===== src/rtl/stbs_pkg.sv =====
`timescale 1ns / 1ps
// ----------------------------------------------------------------------------
// Sorted table search package
// Shared widths, mode codes, controller states and the command and status
// structs that join the controller to the datapath.
// ----------------------------------------------------------------------------
package stbs_pkg;

    localparam int MODE_W        = 2;
    localparam int KEY_W         = 32;
    localparam int ADDR_W        = 10;
    localparam int ENTRY_COUNT_W = 11;

    localparam logic [MODE_W-1:0] MODE_LOAD  = 2'd0;
    localparam logic [MODE_W-1:0] MODE_EXACT = 2'd1;
    localparam logic [MODE_W-1:0] MODE_LOWER = 2'd2;

    typedef enum logic [2:0] {
        ST_IDLE,
        ST_PROBE,
        ST_STEP,
        ST_FINAL,
        ST_RESULT
    } t_state;

    typedef enum logic [1:0] {
        RES_HOLD,
        RES_MISS,
        RES_MATCH,
        RES_FINAL
    } t_res_sel;

    typedef struct packed {
        logic     in_ready;
        logic     start;
        logic     probe;
        logic     step;
        t_res_sel set_res;
        logic     emit;
    } t_cmd;

    typedef struct packed {
        logic in_valid;
        logic in_query;
        logic empty;
        logic is_exact;
        logic cur_more;
        logic match;
        logic step_more;
        logic out_free;
    } t_status;

endpackage


===== src/rtl/stbs_ctrl.sv =====
`timescale 1ns / 1ps
// ----------------------------------------------------------------------------
// Sorted table search controller
// Sequences accept, probe, halving steps, final check and result hand-off.
// ----------------------------------------------------------------------------
module stbs_ctrl (
    input  logic                i_clk,
    input  logic                i_rst_n,
    input  stbs_pkg::t_status   i_status,
    output stbs_pkg::t_cmd      o_cmd
);

    stbs_pkg::t_state r_state;
    stbs_pkg::t_state n_state;

    always_ff @(posedge i_clk) begin
        if (!i_rst_n) begin
            r_state <= stbs_pkg::ST_IDLE;
        end else begin
            r_state <= n_state;
        end
    end

    always_comb begin
        n_state = r_state;
        unique case (r_state)
            stbs_pkg::ST_IDLE: begin
                if (i_status.in_valid && i_status.in_query) begin
                    n_state = i_status.empty ? stbs_pkg::ST_RESULT : stbs_pkg::ST_PROBE;
                end
            end
            stbs_pkg::ST_PROBE: begin
                n_state = i_status.cur_more ? stbs_pkg::ST_STEP : stbs_pkg::ST_FINAL;
            end
            stbs_pkg::ST_STEP: begin
                if (i_status.is_exact && i_status.match) begin
                    n_state = stbs_pkg::ST_RESULT;
                end else if (i_status.step_more) begin
                    n_state = stbs_pkg::ST_STEP;
                end else if (i_status.is_exact) begin
                    n_state = stbs_pkg::ST_RESULT;
                end else begin
                    n_state = stbs_pkg::ST_FINAL;
                end
            end
            stbs_pkg::ST_FINAL: begin
                n_state = stbs_pkg::ST_RESULT;
            end
            stbs_pkg::ST_RESULT: begin
                if (i_status.out_free) begin
                    n_state = stbs_pkg::ST_IDLE;
                end
            end
            default: begin
                n_state = stbs_pkg::ST_IDLE;
            end
        endcase
    end

    always_comb begin
        o_cmd = '{in_ready: 1'b0, start: 1'b0, probe: 1'b0, step: 1'b0,
                  set_res: stbs_pkg::RES_HOLD, emit: 1'b0};
        unique case (r_state)
            stbs_pkg::ST_IDLE: begin
                o_cmd.in_ready = 1'b1;
                o_cmd.start    = i_status.in_valid && i_status.in_query;
                if (i_status.in_valid && i_status.in_query && i_status.empty) begin
                    o_cmd.set_res = stbs_pkg::RES_MISS;
                end
            end
            stbs_pkg::ST_PROBE: begin
                o_cmd.probe = 1'b1;
            end
            stbs_pkg::ST_STEP: begin
                o_cmd.step = 1'b1;
                if (i_status.is_exact && i_status.match) begin
                    o_cmd.set_res = stbs_pkg::RES_MATCH;
                end else if (i_status.is_exact && !i_status.step_more) begin
                    o_cmd.set_res = stbs_pkg::RES_MISS;
                end
            end
            stbs_pkg::ST_FINAL: begin
                o_cmd.set_res = stbs_pkg::RES_FINAL;
            end
            stbs_pkg::ST_RESULT: begin
                o_cmd.emit = i_status.out_free;
            end
            default: begin
            end
        endcase
    end

endmodule


===== config.mk =====
export PLATFORM = sky130hd
export DESIGN_NAME = stbs_ctrl
export DESIGN_NICKNAME = d
export VERILOG_FILES = /design/src/rtl/stbs_pkg.sv /design/src/rtl/stbs_ctrl.sv
export SDC_FILE = /design/constraint.sdc
export NUM_CORES = 1
export LEC_CHECK = 0
export ABC_AREA = 1
export BUFFER_PORTS_ARGS = -buffer_cell sky130_fd_sc_hd__buf_2
export CORE_AREA = 2 2 39 41
export DETAILED_ROUTE_END_ITERATION = 16
export DIE_AREA = 0 0 41 43
export GPL_TIMING_DRIVEN = 0
export PLACE_DENSITY = 0.54
export SETUP_SLACK_MARGIN = 0.15
export SYNTH_ARGS = -nofsm -noshare
export SYNTH_HDL_FRONTEND = slang
export SYNTH_SLANG_ARGS = --single-unit

===== constraint.sdc =====
create_clock -name i_clk -period 1.3 [get_ports i_clk]
set_clock_uncertainty 0.05 [all_clocks]
set_input_delay 0.13 -clock i_clk [delete_from_list [all_inputs] [get_ports i_clk]]
set_output_delay 0.13 -clock i_clk [all_outputs]
set_load 0.05 [all_outputs]

Word level (Yosys, flattened, before mapping)
Cells that the tools add are included.
Operators by class
  reductions and logical operators: 7
  muxes and demuxes: 16
  equal/unequal tests: 6
Operator list (number)
  $mux W3: 6
  $pmux W3 S5: 1
  $eq A3 B2 Y1 const B: 2
  $mux W1: 6
  $pmux W2 S3: 1
  $logic_and A1 B1 Y1: 4
  $mux W2: 2
  $ne A2 B2 Y1 const B: 2
  $eq A3 B1 Y1 const B: 1
  $eq A3 B3 Y1 const B: 1
  $logic_not A3 Y1: 1
  $reduce_and A2 Y1: 1
  $logic_not A1 Y1: 1
Storage, ports and cells
  bits in registers: 3
  logic and storage cells: 30
  output and inout bits: 7

Logic depth before layout (Yosys ltp)
Gate-level depths: netlist of the first run.
  depth in word-level cells: 5
  gate-level depth with buffers: 6

Worst setup path before layout of the first run
No wires, ideal clock.
  kind: flip-flop to output port
  start: register r_state[0]
  end: output port o_cmd[1] (netlist bit)
  stages on the path, launching flop included: 4
  path slack: -1.422 ns
  arrival time: 2.542 ns
  path through: dfxtp_1 -> nor4_1 -> nand2_1 -> nand3_1
RTL lines
  start, declared: RTL line stbs_ctrl.sv:13  | stbs_pkg::t_state r_state;
  start signal, assigned: RTL line stbs_ctrl.sv:18  | r_state <= stbs_pkg::ST_IDLE;
  start signal, assigned: RTL line stbs_ctrl.sv:20  | r_state <= n_state;
  end, declared: RTL line stbs_ctrl.sv:10  | output stbs_pkg::t_cmd o_cmd

==> flow_metrics.env, run 1 <==
export IMPL_post_dp_hpwl_um=584.4
export IMPL_p_per_area_nw_per_um2=965.0
export IMPL_syn_cell_area_um2=270.3
export IMPL_cp_cell_sequence="nor3_4, buf_4, buf_6, buf_8"
export IMPL_p_leak_nw=0.3203
export IMPL_grt_pass1_wl_um=1352
export IMPL_io_pins=17
export IMPL_fmax_mhz=717.6
export IMPL_rows=14
export IMPL_critPathLaunchType="flop"
export IMPL_root_buffer="clkbuf_4"
export IMPL_cts_tree="done"
export IMPL_whs_endpoint="r_state[0]"
export IMPL_largest_register_ffs=3
export IMPL_gp_congestion=0.6573
export IMPL_status="finished, violations left"
export IMPL_crit_type="reg -> out"
export IMPL_cts_buffer_depth=2
export IMPL_setup_violations=5
export IMPL_clk_pin_slew_worst_paths_ns=0.03
export IMPL_core_area_um2=1384
export IMPL_hp_class="in -> reg"
export IMPL_slew_viol_final=0
export IMPL_insertion_delay_ns=0.23
export IMPL_first_iter_violations=1
export IMPL_synth_distinct_cells=13
export IMPL_end_kind="primary output"
export IMPL_r2r_cells=8
export IMPL_drv_cap=0
export IMPL_reg2reg_from="r_state[0]"
export IMPL_max_slew_margin=0.8380
export IMPL_synth_area_leaders="dfxtp_1 (22%), nand2_1 (18%), nand3_1 (11%)"
export IMPL_syn_to_final_growth_pct=146.3
export IMPL_setup_tns_ns=-0.3014
export IMPL_syn_num_nets=57
export IMPL_drt_total_wl_um=935
export IMPL_cp_max_fo=7
export IMPL_synth_top_area_share=0.2222
export IMPL_fin_cells=94
export IMPL_cpMaxStageDelayCell="dfxtp_4"
export IMPL_whs_path_depth=3
export IMPL_drc=0
export IMPL_die_area_um2=1763
export IMPL_ys_seq_elements=3
export IMPL_critPathArrivalTime_ns=1.21
export IMPL_avgSynthCellArea_um2=5.750
export IMPL_max_stage_delay_ns=0.39
export IMPL_multi_input_area_um2=261.5
export IMPL_hold_path_startpoint="i_rst_n"
export IMPL_die_w_um=41
export IMPL_timing_final_crit_share=1.072
export IMPL_violations="setup timing"
export IMPL_die_y_um=43
export IMPL_worst_r2r_setup_slack_ns=0.01
export IMPL_postRouteAntennaNets=0
export IMPL_drive_gt1_frac=0.6795
export IMPL_synth_cells=47
export IMPL_rsz0062_at_grt="yes"
export IMPL_routedWlPerCell_um=9.947
export IMPL_initial_core_util=0.1953
export IMPL_track_usage=0.1123
export IMPL_r2r_end="r_state[0]"
export IMPL_hold_violations=0
export IMPL_setup_ws_ns=-0.09347
export IMPL_portBuffers=16
export IMPL_nets=89
export IMPL_first_pass_iters=4
export IMPL_crit_buf_inv=3
export IMPL_required_ns=1.12
export IMPL_yosys_area_top_type="dfxtp_1"
export IMPL_grt_max_degree=8
export IMPL_diodes=0
export IMPL_period_minus_slack_ns=1.393
export IMPL_cp_top_family="flip-flops"
export IMPL_place_area_um2=435.4
export IMPL_cts_sinks=3
export IMPL_reg_top3="r_state: 3 flops"
export IMPL_ys_seq_area_frac=0.2222
export IMPL_ctsHoldBuffers=0
export IMPL_dpl_cell_count=79
export IMPL_fillers=144
export IMPL_tightestPinTransition_ns=0.2421
export IMPL_vias=402
export IMPL_yosys_warnings=0
export IMPL_cts_made_buffers=3
export IMPL_antenna_found_initial=0
export IMPL_vias_per_cell=4.277
export IMPL_htree_num_levels=1
export IMPL_ir_drop_mv=0.3638
export IMPL_area_sequential_um2=71.32
export IMPL_grt_overflow=0
export IMPL_final_area_um2=665.6
export IMPL_regMostFlops="r_state"
export IMPL_grt_pass1_vias=359
cell type report:
class	count	share of cell area
timing repair buffer	27	0.3609
clock buffer	4	0.03947
tap	16	0.03008
multi-input combinational	34	0.3929
inverter	10	0.06955
sequential	3	0.1071
through the flow:
stage / utilization / worst slack (ns) / hold WS [ns] / power [W]
after floorplan: - / -0.3155 / 0.2212 / 0.0003057
after global placement: 0.3146 / -0.03886 / 0.3455 / 0.0003550
after detailed placement: 0.3146 / -0.03356 / 0.3521 / 0.0003564
after CTS: 0.4204 / -0.1233 / 0.1039 / 0.0005956
after global routing: 0.4810 / -0.1459 / 0.1097 / 0.0006865
final: 0.4810 / -0.09347 / 0.09343 / 0.0006423
power breakdown:
part           switching (W)  internal [W]
Sequential         0.0000304      0.000103
Clock              0.0000464      0.000115
Combinational       0.000188      0.000159
Total               0.000265      0.000377
worst max-delay path by stage:
stage	from	end	slack (ns)	cells after the start
finish	r_state[0]	o_cmd[3]	-0.09	4
global route	r_state[2]	o_cmd[1]	-0.15	4
CTS	r_state[0]	o_cmd[1]	-0.12	4
detailed placement	r_state[1]	o_cmd[1]	-0.03	5
global placement	r_state[1]	o_cmd[1]	-0.04	5
floorplan	r_state[2]	o_cmd[1]	-0.32	3
repair_timing:
item                       in CTS  in global routing
gates resized for setup        27                 11
setup buffers                   5                  6
pin swaps                       8                  7
setup endpoints to repair       7                 10
Yosys cell counts, drive strengths merged:
| cell | count |
|---|---|
| nand2 | 13 |
| inv | 10 |
| nand3 | 7 |
| nor2 | 6 |
| dfxtp | 3 |
| a21oi | 2 |
| nand3b | 2 |
| nor3 | 2 |
| nor4 | 2 |
tightest hold or removal path: cells and delay by family:
family	cells	cell delay [ns]
AND/OR/NAND/NOR	1	0.08
buffers and inverters	2	0.12
cell families (layout without fill, tap and decap cells):
group,Yosys count,after routing,synth area share
DFF,3,3,0.2222
AOI/OAI and AO/OA,2,2,0.03704
and+or+nand+nor,32,32,0.6019
buffers and inverters,10,41,0.1389
per-layer routing:
layer	global-route usage	vias up	wire [µm]
met5	0	-	0
met4	0.06000	0	0
met3	0.03141	0	38
met2	0.1906	9	561
met1	0.1154	181	336
li1	-	212	-
cells in the final DEF, fill, tap and decap left out, types with 3 or more instances in the layout:
cell type  n
nand2_1    9
nand3_2    3
buf_4      7
inv_1      5
dfxtp_4    3
nand3_1    3
nor2_1     3
clkbuf_4   3
nand2_2    4
buf_6      6
buf_8      5
buf_2      9
No activity file was read; power rests on OpenSTA's default activity.
==> run 2, diff against run 1 <==
Clock period 1.3 ns to 1.6 ns, I/O delays scaled along.
==> run 2 against run 1 <==
Against the previous run:
- the run now ends clean
- via count is 10% lower
- core utilization is 12 points lower
- worst hold slack better by 0.039 ns
- non-clock buffer count is 8 lower
- die area stayed put
- global-route usage is 2.3 points lower
- sequential share of layout area is 3.6 points higher
- power is 33% lower
- sequential power is 21% lower
- first-iteration DRC count grew to 10 times the previous value
- highest routed layer unchanged
==> flow_metrics.env, run 2 (same netlist as run 1, synthesis figures left out) <==
export IMPL_cts_buffer_depth=2
export IMPL_clk_pin_slew_worst_paths_ns=0.04
export IMPL_vias_per_cell=4.198
export IMPL_status="finished clean"
export IMPL_period_minus_slack_ns=1.419
export IMPL_setup_violations=0
export IMPL_cts_made_buffers=3
export IMPL_cts_sinks=3
export IMPL_fin_cells=86
export IMPL_first_iter_violations=10
export IMPL_portBuffers=16
export IMPL_post_dp_hpwl_um=563
export IMPL_drc=0
export IMPL_track_usage=0.08918
export IMPL_reg2reg_from="r_state[1]"
export IMPL_die_y_um=43
export IMPL_vias=361
export IMPL_tightestPinTransition_ns=0.2482
export IMPL_initial_core_util=0.1953
export IMPL_grt_pass1_vias=305
export IMPL_critPathArrivalTime_ns=1.21
export IMPL_nets=81
export IMPL_required_ns=1.39
export IMPL_first_pass_iters=4
export IMPL_die_w_um=41
export IMPL_timing_final_crit_share=0.8867
export IMPL_hold_violations=0
export IMPL_p_per_area_nw_per_um2=866.1
export IMPL_holdWs_ns=0.1325
export IMPL_root_buffer="clkbuf_4"
export IMPL_grt_overflow=0
export IMPL_syn_to_final_growth_pct=83.80
export IMPL_drv_cap=0
export IMPL_postRouteAntennaNets=0
export IMPL_regMostFlops="r_state"
export IMPL_hp_class="in -> reg"
export IMPL_setup_tns_ns=0
export IMPL_cp_max_fo=5
export IMPL_hold_path_startpoint="i_rst_n"
export IMPL_rows=14
export IMPL_fillers=152
export IMPL_area_sequential_um2=71.32
export IMPL_gp_congestion=0.6476
export IMPL_drive_gt1_frac=0.5000
export IMPL_critPathLaunchType="flop"
export IMPL_diodes=0
export IMPL_grt_pass1_wl_um=1083
export IMPL_io_pins=17
export IMPL_critPathLaunch="r_state[1]"
export IMPL_ir_drop_mv=0.3498
export IMPL_crit_type="reg -> out"
export IMPL_grt_max_degree=8
export IMPL_die_area_um2=1763
export IMPL_final_common_cell="nand2_1"
export IMPL_end_kind="primary output"
export IMPL_reg_top3="r_state: 3 flops"
export IMPL_fmax_mhz=704.8
export IMPL_insertion_delay_ns=0.23
export IMPL_ctsHoldBuffers=0
export IMPL_multi_input_area_um2=217.7
export IMPL_cts_tree="done"
export IMPL_max_slew_margin=0.8357
export IMPL_dpl_cell_count=79
export IMPL_routedWlPerCell_um=8.349
export IMPL_utilization=0.3590
export IMPL_slew_viol_final=0
export IMPL_rsz0062_at_grt="yes"
export IMPL_htree_num_levels=1
export IMPL_final_cell_mix="nand2_1 (13), buf_2 (12), inv_1 (8)"
export IMPL_drt_total_wl_um=718
export IMPL_core_area_um2=1384
export IMPL_antenna_found_initial=0
export IMPL_largest_register_ffs=3
export IMPL_p_leak_nw=0.2657
## run 2: cell count changes in the layout (fill, tap and decap cells not counted), sizes merged
| cell | change |
|---|---|
| buf | -9 |
| clkbuf | +1 |
| inv | +1 |
| clkinvlp | -1 |
## run 2: where the power goes
group | switching [W] | total [W] | internal (W)
Combinational | 0.000125 | 0.000195 | 0.0000700
Clock | 0.0000357 | 0.000129 | 0.0000932
Sequential | 0.0000224 | 0.000106 | 0.0000840
## run 2: final cells by class
type                            instances  share of cell area
Timing Repair Buffer                   19              0.2494
Sequential cell                         3              0.1436
Tap cell                               16             0.04030
Inverter                               10             0.07557
Clock buffer                            4             0.05290
Multi-Input combinational cell         34              0.4383
## run 2: timing repair
| item | CTS | global route |
|---|---|---|
| endpoints found under the setup margin | 6 | 5 |
| resized for setup | 7 | 8 |
| setup buffers | 0 | 3 |
| gates cloned | 0 | 0 |
| pin swaps | 0 | 3 |
## run 2: final timing paths
kind	slack, ns	depth (start not counted)	endpoint
setup / recovery	0.18	5	o_cmd[1]
hold / removal	0.13	3	r_state[0]
setup reg to reg	0.45	7	r_state[0]
hold reg to reg	0.54	2	r_state[2]
## run 2: through the flow
step,cell area [µm²],setup WS [ns],total power [W]
floorplan,310.3,-0.08223,0.0002415
global placement,410.4,0.1175,0.0002817
detailed placement,410.4,0.1100,0.0002825
CTS,450.4,0.1100,0.0004251
global route,496.7,0.1134,0.0004612
finish,496.7,0.1813,0.0004302
## run 2: critical path: stages, from the launching register on
cell     delay (ns)
dfxtp_4        0.37
inv_2          0.06
nor3_4         0.22
nand3_2        0.10
nand3_2        0.08
buf_8          0.14
## run 2: metal layers
metal	track usage	share of wire	vias to the layer above
li1	-	-	196
met1	0.1022	0.43	155
met2	0.1406	0.50	10
met3	0.01571	0.074	0
met4	0.06000	0	0
met5	0	0	-
